<file path="config.mk">
export PLATFORM = sky130hd
export DESIGN_NAME = sss_ctrl
export DESIGN_NICKNAME = d
export VERILOG_FILES = /design/src/rtl/sss_pkg.sv /design/src/rtl/sss_ctrl.sv
export SDC_FILE = /design/constraint.sdc
export NUM_CORES = 1
export LEC_CHECK = 0
export ABC_AREA = 0
export BUFFER_PORTS_ARGS = -buffer_cell sky130_fd_sc_hd__buf_2
export CORE_AREA = 2 2 39 41
export CTS_CLUSTER_SIZE = 10
export DETAILED_ROUTE_END_ITERATION = 8
export DIE_AREA = 0 0 41 43
export GPL_ROUTABILITY_DRIVEN = 0
export HOLD_SLACK_MARGIN = 0.03
export PLACE_DENSITY = 0.43
export SETUP_SLACK_MARGIN = 0.15
export SYNTH_ARGS = -nofsm -noshare
export SYNTH_HDL_FRONTEND = slang
export SYNTH_SLANG_ARGS = --single-unit
</file>
<file path="constraint.sdc">
create_clock -name clk -period 2.7 [get_ports clk]
set_input_delay 0.54 -clock clk [delete_from_list [all_inputs] [get_ports clk]]
set_output_delay 0.54 -clock clk [all_outputs]
set_load 0.05 [all_outputs]
</file>
<file path="src/rtl/sss_pkg.sv">
// ----------------------------------------------------------------------------
// sss_pkg
// Shared types and constants for the signature seen-set duplicate filter.
// ----------------------------------------------------------------------------
package sss_pkg;

  // Table geometry (power of two, so the home slot is a plain mask)
  localparam int TABLE_ENTRIES = 1024;
  localparam int SLOT_W        = $clog2(TABLE_ENTRIES);
  localparam int COUNT_W       = 11;
  localparam int SIG_WORDS     = 8;
  localparam int WORD_W        = 64;
  localparam int SIG_W         = SIG_WORDS * WORD_W;
  localparam int HASH_W        = 32;
  // Stored row: valid flag on top of the signature
  localparam int ROW_W         = SIG_W + 1;
  localparam int STATUS_W      = 2;

  // Result codes
  localparam logic [STATUS_W-1:0] STAT_NEW  = 2'd0;
  localparam logic [STATUS_W-1:0] STAT_DUP  = 2'd1;
  localparam logic [STATUS_W-1:0] STAT_FULL = 2'd2;

  typedef enum logic [2:0] {
    ST_CLEAR,
    ST_IDLE,
    ST_READ,
    ST_CHECK
  } state_t;

  // Controller to datapath
  typedef struct packed {
    logic                clear_wr;
    logic                load;
    logic                rd_en;
    logic                advance;
    logic                commit;
    logic                wr_new;
    logic [STATUS_W-1:0] res_status;
  } cmd_t;

  // Datapath to controller
  typedef struct packed {
    logic clear_done;
    logic hit_empty;
    logic hit_match;
    logic wrap;
    logic out_free;
  } sts_t;

endpackage

</file>
<file path="src/rtl/sss_ctrl.sv">
// ----------------------------------------------------------------------------
// sss_ctrl
// Controller: clearing pass after reset, then accept, read, check per probe.
// ----------------------------------------------------------------------------
module sss_ctrl (
  input  logic          clk,
  input  logic          rst_n,
  input  logic          in_valid,
  output logic          in_ready,
  input  sss_pkg::sts_t sts,
  output sss_pkg::cmd_t cmd
);

  sss_pkg::state_t state_r;
  sss_pkg::state_t state_nxt;

  // State register
  always_ff @(posedge clk) begin
    if (!rst_n) begin
      state_r <= sss_pkg::ST_CLEAR;
    end else begin
      state_r <= state_nxt;
    end
  end

  // Next state and commands
  always_comb begin
    state_nxt = state_r;
    cmd       = '0;
    in_ready  = 1'b0;
    case (state_r)
      sss_pkg::ST_CLEAR: begin
        cmd.clear_wr = 1'b1;
        if (sts.clear_done) begin
          state_nxt = sss_pkg::ST_IDLE;
        end
      end
      sss_pkg::ST_IDLE: begin
        in_ready = 1'b1;
        if (in_valid) begin
          cmd.load  = 1'b1;
          state_nxt = sss_pkg::ST_READ;
        end
      end
      sss_pkg::ST_READ: begin
        cmd.rd_en = 1'b1;
        state_nxt = sss_pkg::ST_CHECK;
      end
      sss_pkg::ST_CHECK: begin
        // On a result, hold here while the output register is still occupied
        if (sts.hit_empty) begin
          cmd.res_status = sss_pkg::STAT_NEW;
          if (sts.out_free) begin
            cmd.commit = 1'b1;
            cmd.wr_new = 1'b1;
            state_nxt  = sss_pkg::ST_IDLE;
          end
        end else if (sts.hit_match) begin
          cmd.res_status = sss_pkg::STAT_DUP;
          if (sts.out_free) begin
            cmd.commit = 1'b1;
            state_nxt  = sss_pkg::ST_IDLE;
          end
        end else if (sts.wrap) begin
          cmd.res_status = sss_pkg::STAT_FULL;
          if (sts.out_free) begin
            cmd.commit = 1'b1;
            state_nxt  = sss_pkg::ST_IDLE;
          end
        end else begin
          cmd.advance = 1'b1;
          state_nxt   = sss_pkg::ST_READ;
        end
      end
      default: begin
        state_nxt = sss_pkg::ST_CLEAR;
      end
    endcase
  end

  // Assertions
  a_load_idle: assert property (@(posedge clk) disable iff (!rst_n)
    cmd.load |=> state_r == sss_pkg::ST_READ)
    else $error("load did not start a probe");
  a_commit_free: assert property (@(posedge clk) disable iff (!rst_n)
    cmd.commit |-> sts.out_free)
    else $error("result committed into an occupied output register");
  a_insert_empty: assert property (@(posedge clk) disable iff (!rst_n)
    cmd.wr_new |-> sts.hit_empty && cmd.commit)
    else $error("insert without an empty slot");

endmodule

</file>
==> flow_summary.json, run 1 <==
{
  "status": "complete, no violations",
  "top_register": "state_r",
  "die_width_um": 41,
  "critPathTopFamily": "flip-flops",
  "std_cell_rows": 14,
  "drt-initial-drc-count": 1,
  "crit_required_ps": 2160,
  "crit_type": "register to output port",
  "clock_sinks": 3,
  "hold_start": "rst_n",
  "finClkSkew_ps": 0.385,
  "grt_start_max_net_pins": 10,
  "avgSynthCellArea_um2": 8.71,
  "worst_setup_path_end_kind": "output port",
  "fin_crit_sh_pct": 74.7,
  "largest_reg_flops": 3,
  "largestRegisters": "state_r: 3 flops",
  "viasPerCell": 4.11,
  "synth-main-ff-cell": "dfxtp_1",
  "layout_common_cells": "buf_2 (16), nor2_1 (4), nor3_1 (3), clkbuf_4 (3), dfxtp_1 (3)",
  "cts_hold_buf": 0,
  "r2r_cells": 3,
  "rsz0062_at_grt": "false",
  "hold_depth": 3,
  "grt_util_all_layers_pct": 7.72,
  "final_util_pct": 25.8,
  "ff2ff_setup_slack_ps": 1680,
  "synth-edff-count": 0,
  "postRouteAntennaNets": 0,
  "cts_inserted_buffers": 3,
  "ys_seq_elements": 3,
  "min_path_type": "input port to register",
  "drv_cap": 0,
  "r2r_end": "state_r[0]",
  "wl_per_cell_um": 9.97,
  "grt_pass1_wl_um": 897,
  "power_leakage_uw": 0.000170,
  "drt_wl_total_um": 618,
  "antennaDiodeCount": 0,
  "h-tree-depth": 1,
  "root_buffer": "clkbuf_4",
  "drc": 0,
  "final.setup.tns_ps": 0,
  "final_common_cell": "buf_2",
  "netlist_area_um2": 235,
  "worstPathCellList": "nand3b_2, nor4b_2, buf_2",
  "power_density_mw_per_mm2": 443,
  "fin_crit_ps": 2020,
  "slowest_stage": "dfxtp_1",
  "setup_viol": 0,
  "ir_drop_uv": 184,
  "drt_pass1_iterations": 2,
  "core_area_mm2": 0.00138,
  "ys_types": 18,
  "io_pins": 17,
  "hold_violations": 0,
  "critPathBufInv": 1,
  "cts-resized-gates": 0,
  "numPortBuffers": 16,
  "syn_inst": 27,
  "cts.clk_slew.worst_paths_ps": 40,
  "r2r-start": "state_r[1]",
  "fillers": 169,
  "dieArea_mm2": 0.00176,
  "area_growth_pct": 51.6,
  "grt_pass1_vias": 220,
  "post_cts_buffers": 0,
  "overflow": 0,
  "min_to": "state_r[1]",
  "cts_buffer_depth": 2,
  "critical_path_arrival_ps": 1480,
  "slowest_delay_ps": 480,
  "synthArstFlopShare_pct": 0,
  "report.final.slew_viol_count": 0,
  "synth_seq_area_share_pct": 25.5,
  "fin_nets": 55,
  "timing.fmax_mhz": 496,
  "dieHeight_um": 43,
  "synth_warnings": 0,
  "insertion_delay_ps": 230,
  "cts_tree": "done",
  "drive_gt1_share_pct": 56.5,
  "synth_nets": 35,
  "startpoint_type": "register",
  "crit_fanout": 9,
  "initial_core_util_pct": 17.0,
  "crit_start": "state_r[0]",
  "antenna_found_initial": 0,
  "via_count": 255
}
-- cell families (layout without fill, tap and decap cells) --
| kind of cell | Yosys count | count (layout) | share of synthesized area (%) |
|---|---|---|---|
| and+or+nand+nor | 17 | 17 | 48.9 |
| AOI/OAI and AO/OA | 4 | 4 | 20.2 |
| DFF | 3 | 3 | 25.5 |
| buffers and inverters | 2 | 21 | 3.72 |
| other | 1 | 1 | 1.59 |
-- worst min-delay path: cells and delay by family --
| kind | cells | cell delay [ps] |
|---|---|---|
| buffers and inverters | 1 | 70 |
| and+or+nand+nor | 2 | 170 |
-- power by group --
part / total (uW) / internal [uW] / switching, uW
Clock: 79.8 / 55.5 / 24.4
Combinational: 28.6 / 12.2 / 16.4
Sequential: 49.7 / 46.4 / 3.34
-- per-layer routing --
layer | vias up | global-route usage (%) | wire, um
met2 | 19 | 10.0 | 236
met1 | 103 | 9.62 | 294
met5 | - | 0 | 0
li1 | 133 | - | -
met3 | 0 | 3.14 | 88
met4 | 0 | 6.00 | 0
-- per-stage QoR --
stage                     setup slack [ps]  hold WS [ps]  cells  instance area, um^2  power [uW]
after floorplan                        402           569     27                  235        68.9
after detailed placement               705           620     58                  330        79.1
final                                  684           589     62                  357         158
after global placement                 695           610     58                  330        79.3
after CTS                              663           587     62                  357         163
after global routing                   584           622     62                  357         166
-- synth_stat cells (all sizes together), types with 2 or more instances --
master  n  area [um^2]
nor3b   2         15.0
nand2   2         7.51
dfxtp   3         60.1
nor2    4         15.0
nor3    3         15.0
-- worst max-delay path by stage --
stage | to | depth (start not counted) | slack, ps
2_1_floorplan | cmd[0] | 3 | 400
3_3_place_gp | cmd[4] | 4 | 700
3_5_place_dp | cmd[4] | 4 | 700
4_1_cts | cmd[1] | 3 | 660
5_1_grt | cmd[1] | 3 | 580
6_report | cmd[1] | 3 | 680
-- layout make-up --
cell class                      count  area, um^2  share of cell area [%]
Tap cell                           16        20.0                    5.61
Inverter                            1        3.75                    1.05
Sequential cell                     3        60.1                    16.8
Timing Repair Buffer               16        80.1                    22.5
Multi-Input combinational cell     22         166                    46.7
Clock buffer                        4        26.3                    7.37
Power figures use the tool's default switching activity.
==> run 2, diff against run 1 <==
--- a/config.mk
+++ b/config.mk
@@ -5,7 +5,7 @@
 export SDC_FILE = /design/constraint.sdc
 export NUM_CORES = 1
 export LEC_CHECK = 0
-export ABC_AREA = 0
+export ABC_AREA = 1
 export BUFFER_PORTS_ARGS = -buffer_cell sky130_fd_sc_hd__buf_2
 export CORE_AREA = 2 2 39 41
 export CTS_CLUSTER_SIZE = 10
@@ -13,7 +13,7 @@
 export DIE_AREA = 0 0 41 43
 export GPL_ROUTABILITY_DRIVEN = 0
 export HOLD_SLACK_MARGIN = 0.03
-export PLACE_DENSITY = 0.43
+export PLACE_DENSITY = 0.45
 export SETUP_SLACK_MARGIN = 0.15
 export SYNTH_ARGS = -nofsm -noshare
 export SYNTH_HDL_FRONTEND = slang
==> constraint.sdc (replaced) <==
create_clock -name clk -period 1.87 [get_ports clk]
set_input_delay 0.374 -clock clk [delete_from_list [all_inputs] [get_ports clk]]
set_output_delay 0.374 -clock clk [all_outputs]
set_load 0.05 [all_outputs]
==> run 2 against run 1 <==
Critical path depth up 1; critical path type unchanged; power grew 50%; final area is 13% higher; clock skew rose by 1.2 ps; global-route usage increased by 2.2 points; worst setup slack worse by 430 ps; largest power group unchanged; sequential power grew 43%; worst hold slack worse by 210 ps; via count increased by 18%; highest routed layer unchanged; core utilization is 3.3 points higher; combinational power grew 79%.
==> flow_summary.json, run 2 <==
{
  "synth_warnings": 0,
  "cts_buffer_depth": 2,
  "netlist_area_um2": 256,
  "internal_power_uw": 164,
  "crit_fanout": 5,
  "p_switching_uw": 72.6,
  "p_clk_share_pct": 48.4,
  "report.final.slew_viol_count": 0,
  "largest_reg_flops": 3,
  "ys_types": 11,
  "final_util_pct": 29.1,
  "antennaDiodeCount": 0,
  "ys_seq_elements": 3,
  "hold_violations": 0,
  "synthArstFlopShare_pct": 0,
  "largestRegisters": "state_r: 3 flops",
  "via_count": 300,
  "viasPerCell": 3.75,
  "antenna_found_initial": 0,
  "swShare_pct": 30.7,
  "yosysTopAreaCell": "dfxtp_1",
  "total_power_uw": 236,
  "ir_drop_uv": 224,
  "dp_cells": 76,
  "drv_cap": 0,
  "startpoint_type": "register",
  "layout_common_cells": "buf_2 (14), nor2_1 (11), nand2_1 (10)",
  "finalNonFillerCells": 80,
  "overflow": 0,
  "dieArea_mm2": 0.00176,
  "initial_core_util_pct": 18.5,
  "fin_nets": 73,
  "insertion_delay_ps": 230,
  "postRouteAntennaNets": 0,
  "cts-resized-gates": 0,
  "post_cts_buffers": 0,
  "grt_pass1_wl_um": 1140,
  "area_growth_pct": 57.1,
  "cts_tree": "done",
  "crit_required_ps": 1500,
  "fillers": 154,
  "synth-main-ff-cell": "dfxtp_1",
  "pwr-share-comb_pct": 21.6,
  "std_cell_rows": 14,
  "grt_util_all_layers_pct": 9.94,
  "synthTopCellsByArea": "dfxtp_1 (23%), nor2_1 (16%), nand2_1 (15%)",
  "final_common_cell": "buf_2",
  "grt_pass1_vias": 285,
  "setup_viol": 0,
  "multi_input_area_um2": 170,
  "finClkSkew_ps": 1.62,
  "critical_path_arrival_ps": 1240,
  "cts.clk_slew.worst_paths_ps": 40,
  "synth-edff-count": 0,
  "power_density_mw_per_mm2": 587,
  "status": "complete, no violations",
  "top_register": "state_r",
  "drt_wl_total_um": 598,
  "min_path_type": "input port to register",
  "crit_type": "register to output port",
  "wl_per_cell_um": 7.48,
  "core_area_mm2": 0.00138,
  "io_pins": 17,
  "fin_ws_ps": 252,
  "avgSynthCellArea_um2": 5.83,
  "fin_crit_ps": 1620,
  "root_buffer": "clkbuf_4",
  "yosysMostFrequentCell": "nor2_1",
  "drt_pass1_iterations": 4,
  "syn_inst": 44,
  "numPortBuffers": 16,
  "dp_slack_ps": 363,
  "drive_gt1_share_pct": 43.8,
  "worst_setup_path_end_kind": "output port",
  "ys_top_cells_by_count": "nor2_1 (11), nand2_1 (10), inv_1 (9)",
  "drt-initial-drc-count": 3,
  "power_leakage_uw": 0.000257,
  "synth_seq_area_share_pct": 23.4,
  "pwr-share-seq_pct": 30.0,
  "clock_sinks": 3,
  "hpwlAfterDp_um": 509,
  "rsz0062_at_grt": "true",
  "h-tree-depth": 1,
  "regArea_um2": 60.1,
  "yosysTopAreaCellShare_pct": 23.4,
  "cts_inserted_buffers": 3,
  "timing.fmax_mhz": 618,
  "die_width_um": 41,
  "grt_start_max_net_pins": 6,
  "cts_hold_buf": 0,
  "fin_crit_sh_pct": 86.5,
  "final.setup.tns_ps": 0,
  "drc": 0,
  "dieHeight_um": 43,
  "synth_nets": 52
}
==> run 2: final timing paths <==
kind                   start         end  slack, ps  cells after the start
hold / removal         rst_n  state_r[0]        380                      3
setup / recovery  state_r[2]      cmd[1]        250                      4
setup reg to reg  state_r[2]  state_r[1]        910                      5
hold reg to reg   state_r[2]  state_r[1]        600                      3
==> run 2: cells by family after synthesis <==
| logic type | after synthesis | share of synthesized area, % |
|---|---|---|
| buffers and inverters | 11 | 16.1 |
| AO/OA/AOI/OAI | 2 | 6.83 |
| other | 1 | 1.46 |
| flip-flops | 3 | 23.4 |
| AND/OR/NAND/NOR | 27 | 52.2 |
==> run 2: layer usage <==
metal  vias up  global-route usage (%)  wire (um)
met2         3                    14.4        352
met5         -                       0          0
met3         0                    4.71         22
met1       128                    10.3        222
li1        169                       -          -
met4         0                    8.00          0
==> run 2: power groups by stage <==
stage | Clock [uW] | Combinational, uW | Sequential [uW]
floorplan | 0 | 35.6 | 71.3
global placement | 0 | 51.7 | 71.9
detailed placement | 0 | 51.6 | 72.0
CTS | 122 | 51.7 | 71.0
global route | 132 | 56.8 | 71.5
finish | 114 | 51.1 | 71.0
==> run 2: layout make-up <==
type | count | area share (%)
multi-input cells | 30 | 42.2
repair buffers | 16 | 21.1
flip-flops and latches | 3 | 14.9
inverters | 11 | 10.2
clock buffers | 4 | 6.52
well taps | 16 | 4.97
==> run 2: through the flow <==
step / hold slack, ps / instance area (um^2)
final: 381 / 403
after detailed placement: 588 / 372
after global placement: 584 / 372
after global routing: 399 / 403
after CTS: 372 / 398
after floorplan: 514 / 272
==> run 2: worst max-delay path: stages (launching register included) <==
cell and delay, ps:
dfxtp_1 330, inv_1 100, nand3_2 140, nor4_4 150, buf_2 290
==> run 3, diff against run 2 <==
--- a/config.mk
+++ b/config.mk
@@ -13,7 +13,7 @@
 export DIE_AREA = 0 0 41 43
 export GPL_ROUTABILITY_DRIVEN = 0
 export HOLD_SLACK_MARGIN = 0.03
-export PLACE_DENSITY = 0.45
+export PLACE_DENSITY = 0.43
 export SETUP_SLACK_MARGIN = 0.15
 export SYNTH_ARGS = -nofsm -noshare
 export SYNTH_HDL_FRONTEND = slang
==> run 3 against run 2 <==
Via count is 1.0% lower; non-clock buffer count unchanged; count of clock-buffer cells in the layout stayed put; die area unchanged.
==> flow_summary.json, run 3 (synthesized netlist as in run 2, its figures left out) <==
{
  "crit_path_end": "cmd[0]",
  "met1_length_um": 302,
  "drt-initial-drc-count": 2,
  "fin_crit_sh_pct": 86.2,
  "dr.max_layer_used": "met3",
  "grt_util_all_layers_pct": 9.91,
  "fin_nets": 73,
  "wl_per_cell_um": 7.84,
  "grt_pass1_vias": 282,
  "r2r_end": "state_r[1]",
  "report.final.slew_viol_count": 0,
  "finClkSkew_ps": 0.481,
  "dieHeight_um": 43,
  "antennaDiodeCount": 0,
  "fin_ws_ps": 258,
  "worst_setup_path_end_kind": "output port",
  "final_common_cell": "buf_2",
  "viasPerCell": 3.71,
  "drive_gt1_share_pct": 45.3,
  "cts_inserted_buffers": 3,
  "cts_tree": "done",
  "fin_crit_ps": 1610,
  "postRouteAntennaNets": 0,
  "crit_cells": 6,
  "crit_fanout": 5,
  "drt_pass1_iterations": 3,
  "die_width_um": 41,
  "antenna_found_initial": 0,
  "cts_buffer_depth": 2,
  "insertion_delay_ps": 230,
  "area_growth_pct": 57.6,
  "pwr-share-comb_pct": 22.0,
  "root_buffer": "clkbuf_4",
  "wl_met3_um": 72,
  "p_switching_uw": 69.6,
  "timing.fmax_mhz": 620,
  "crit_start": "state_r[2]",
  "slowest_stage": "dfxtp_1",
  "dp_cells": 76,
  "overflow": 0,
  "largest_reg_flops": 3,
  "cts.clk_slew.worst_paths_ps": 40,
  "swShare_pct": 29.8,
  "drc": 0,
  "wl_met2_um": 252,
  "numPortBuffers": 16,
  "via_count": 297,
  "dp_slack_ps": 377,
  "dieArea_mm2": 0.00176,
  "final.setup.tns_ps": 0,
  "r2r-start": "state_r[2]",
  "power_leakage_uw": 0.000258,
  "drt_wl_total_um": 627,
  "slowest_delay_ps": 330,
  "grt_pass1_wl_um": 1130,
  "hpwlAfterDp_um": 538,
  "p_clk_share_pct": 47.4,
  "top_register": "state_r",
  "io_pins": 17,
  "ir_drop_uv": 397,
  "min_path_type": "input port to register",
  "h-tree-depth": 1,
  "initial_core_util_pct": 18.5,
  "setup_viol": 0,
  "status": "complete, no violations",
  "grt_start_max_net_pins": 6,
  "crit_required_ps": 1500,
  "rsz0062_at_grt": "true",
  "worst_path_most_repeated_cell": "inv_1",
  "drv_cap": 0,
  "power_density_mw_per_mm2": 577,
  "r2r_cells": 5,
  "finalNonFillerCells": 80,
  "largestRegisters": "state_r: 3 flops",
  "core_area_mm2": 0.00138,
  "startpoint_type": "register",
  "worstPathCellList": "inv_1, nand3_2, inv_1, nand2_1, nor2_1, buf_4",
  "pwr-share-seq_pct": 30.5,
  "hold_violations": 0,
  "critPathTopFamily": "buffers and inverters",
  "crit_type": "register to output port",
  "ff2ff_setup_slack_ps": 900,
  "layout_common_cells": "buf_2 (14), nor2_1 (11), nand2_1 (10)",
  "internal_power_uw": 164,
  "critPathBufInv": 3,
  "std_cell_rows": 14,
  "critical_path_arrival_ps": 1240,
  "clock_sinks": 3
}
==> run 3: worst min path at each step <==
stage | from | to | slack, ps | depth (start not counted)
3_3_place_gp | state_r[2] | state_r[1] | 600 | 3
5_1_grt | rst_n | state_r[0] | 390 | 3
2_1_floorplan | rst_n | state_r[0] | 510 | 2
3_5_place_dp | state_r[2] | state_r[1] | 600 | 3
6_report | rst_n | state_r[0] | 390 | 3
4_1_cts | rst_n | state_r[0] | 380 | 3
==> run 3: worst reg2reg max path: stages, from the launching register on <==
cell,delay [ps]
dfxtp_1,370
inv_1,90
nand3_2,130
nor2_1,60
nor2_1,130
a21oi_2,70
==> run 3: timing repair <==
item                       4_1_cts  5_1_grt
setup endpoints to repair        0        3
hold buffers                     0        0
gates resized for setup          0        5
buffers inserted                 0        0
==> run 3: power groups by stage <==
stage / Sequential [uW] / Combinational [uW] / Clock (uW)
2_1_floorplan: 71.3 / 35.6 / 0
3_3_place_gp: 72.1 / 52.3 / 0
3_5_place_dp: 72.2 / 51.9 / 0
4_1_cts: 71.2 / 52.1 / 117
5_1_grt: 71.5 / 57.8 / 128
6_report: 71.2 / 51.4 / 111
==> run 3: layer usage <==
metal,vias to the layer above,global-route usage [%]
li1,169,-
met1,116,13.4
met2,12,10.9
met5,-,0
met3,0,8.38
met4,0,4.00
==> run 3: metrics by stage <==
step | util [%] | cell area [um^2] | total power (uW) | hold WS (ps)
final | 29.2 | 404 | 233 | 386
after global placement | 26.9 | 372 | 124 | 598
after CTS | 28.8 | 398 | 241 | 381
after global routing | 29.2 | 404 | 258 | 393
after detailed placement | 26.9 | 372 | 124 | 597
after floorplan | - | 272 | 107 | 514
==> run 3: area by class of cell <==
| cell class | instances | area [um^2] |
|---|---|---|
| tap | 16 | 20.0 |
| fill | 161 | 980 |
| timing repair buffer | 16 | 85.1 |
| clock buffer | 4 | 26.3 |
| inverter | 11 | 41.3 |
| multi-input combinational | 30 | 170 |
| sequential | 3 | 61.3 |
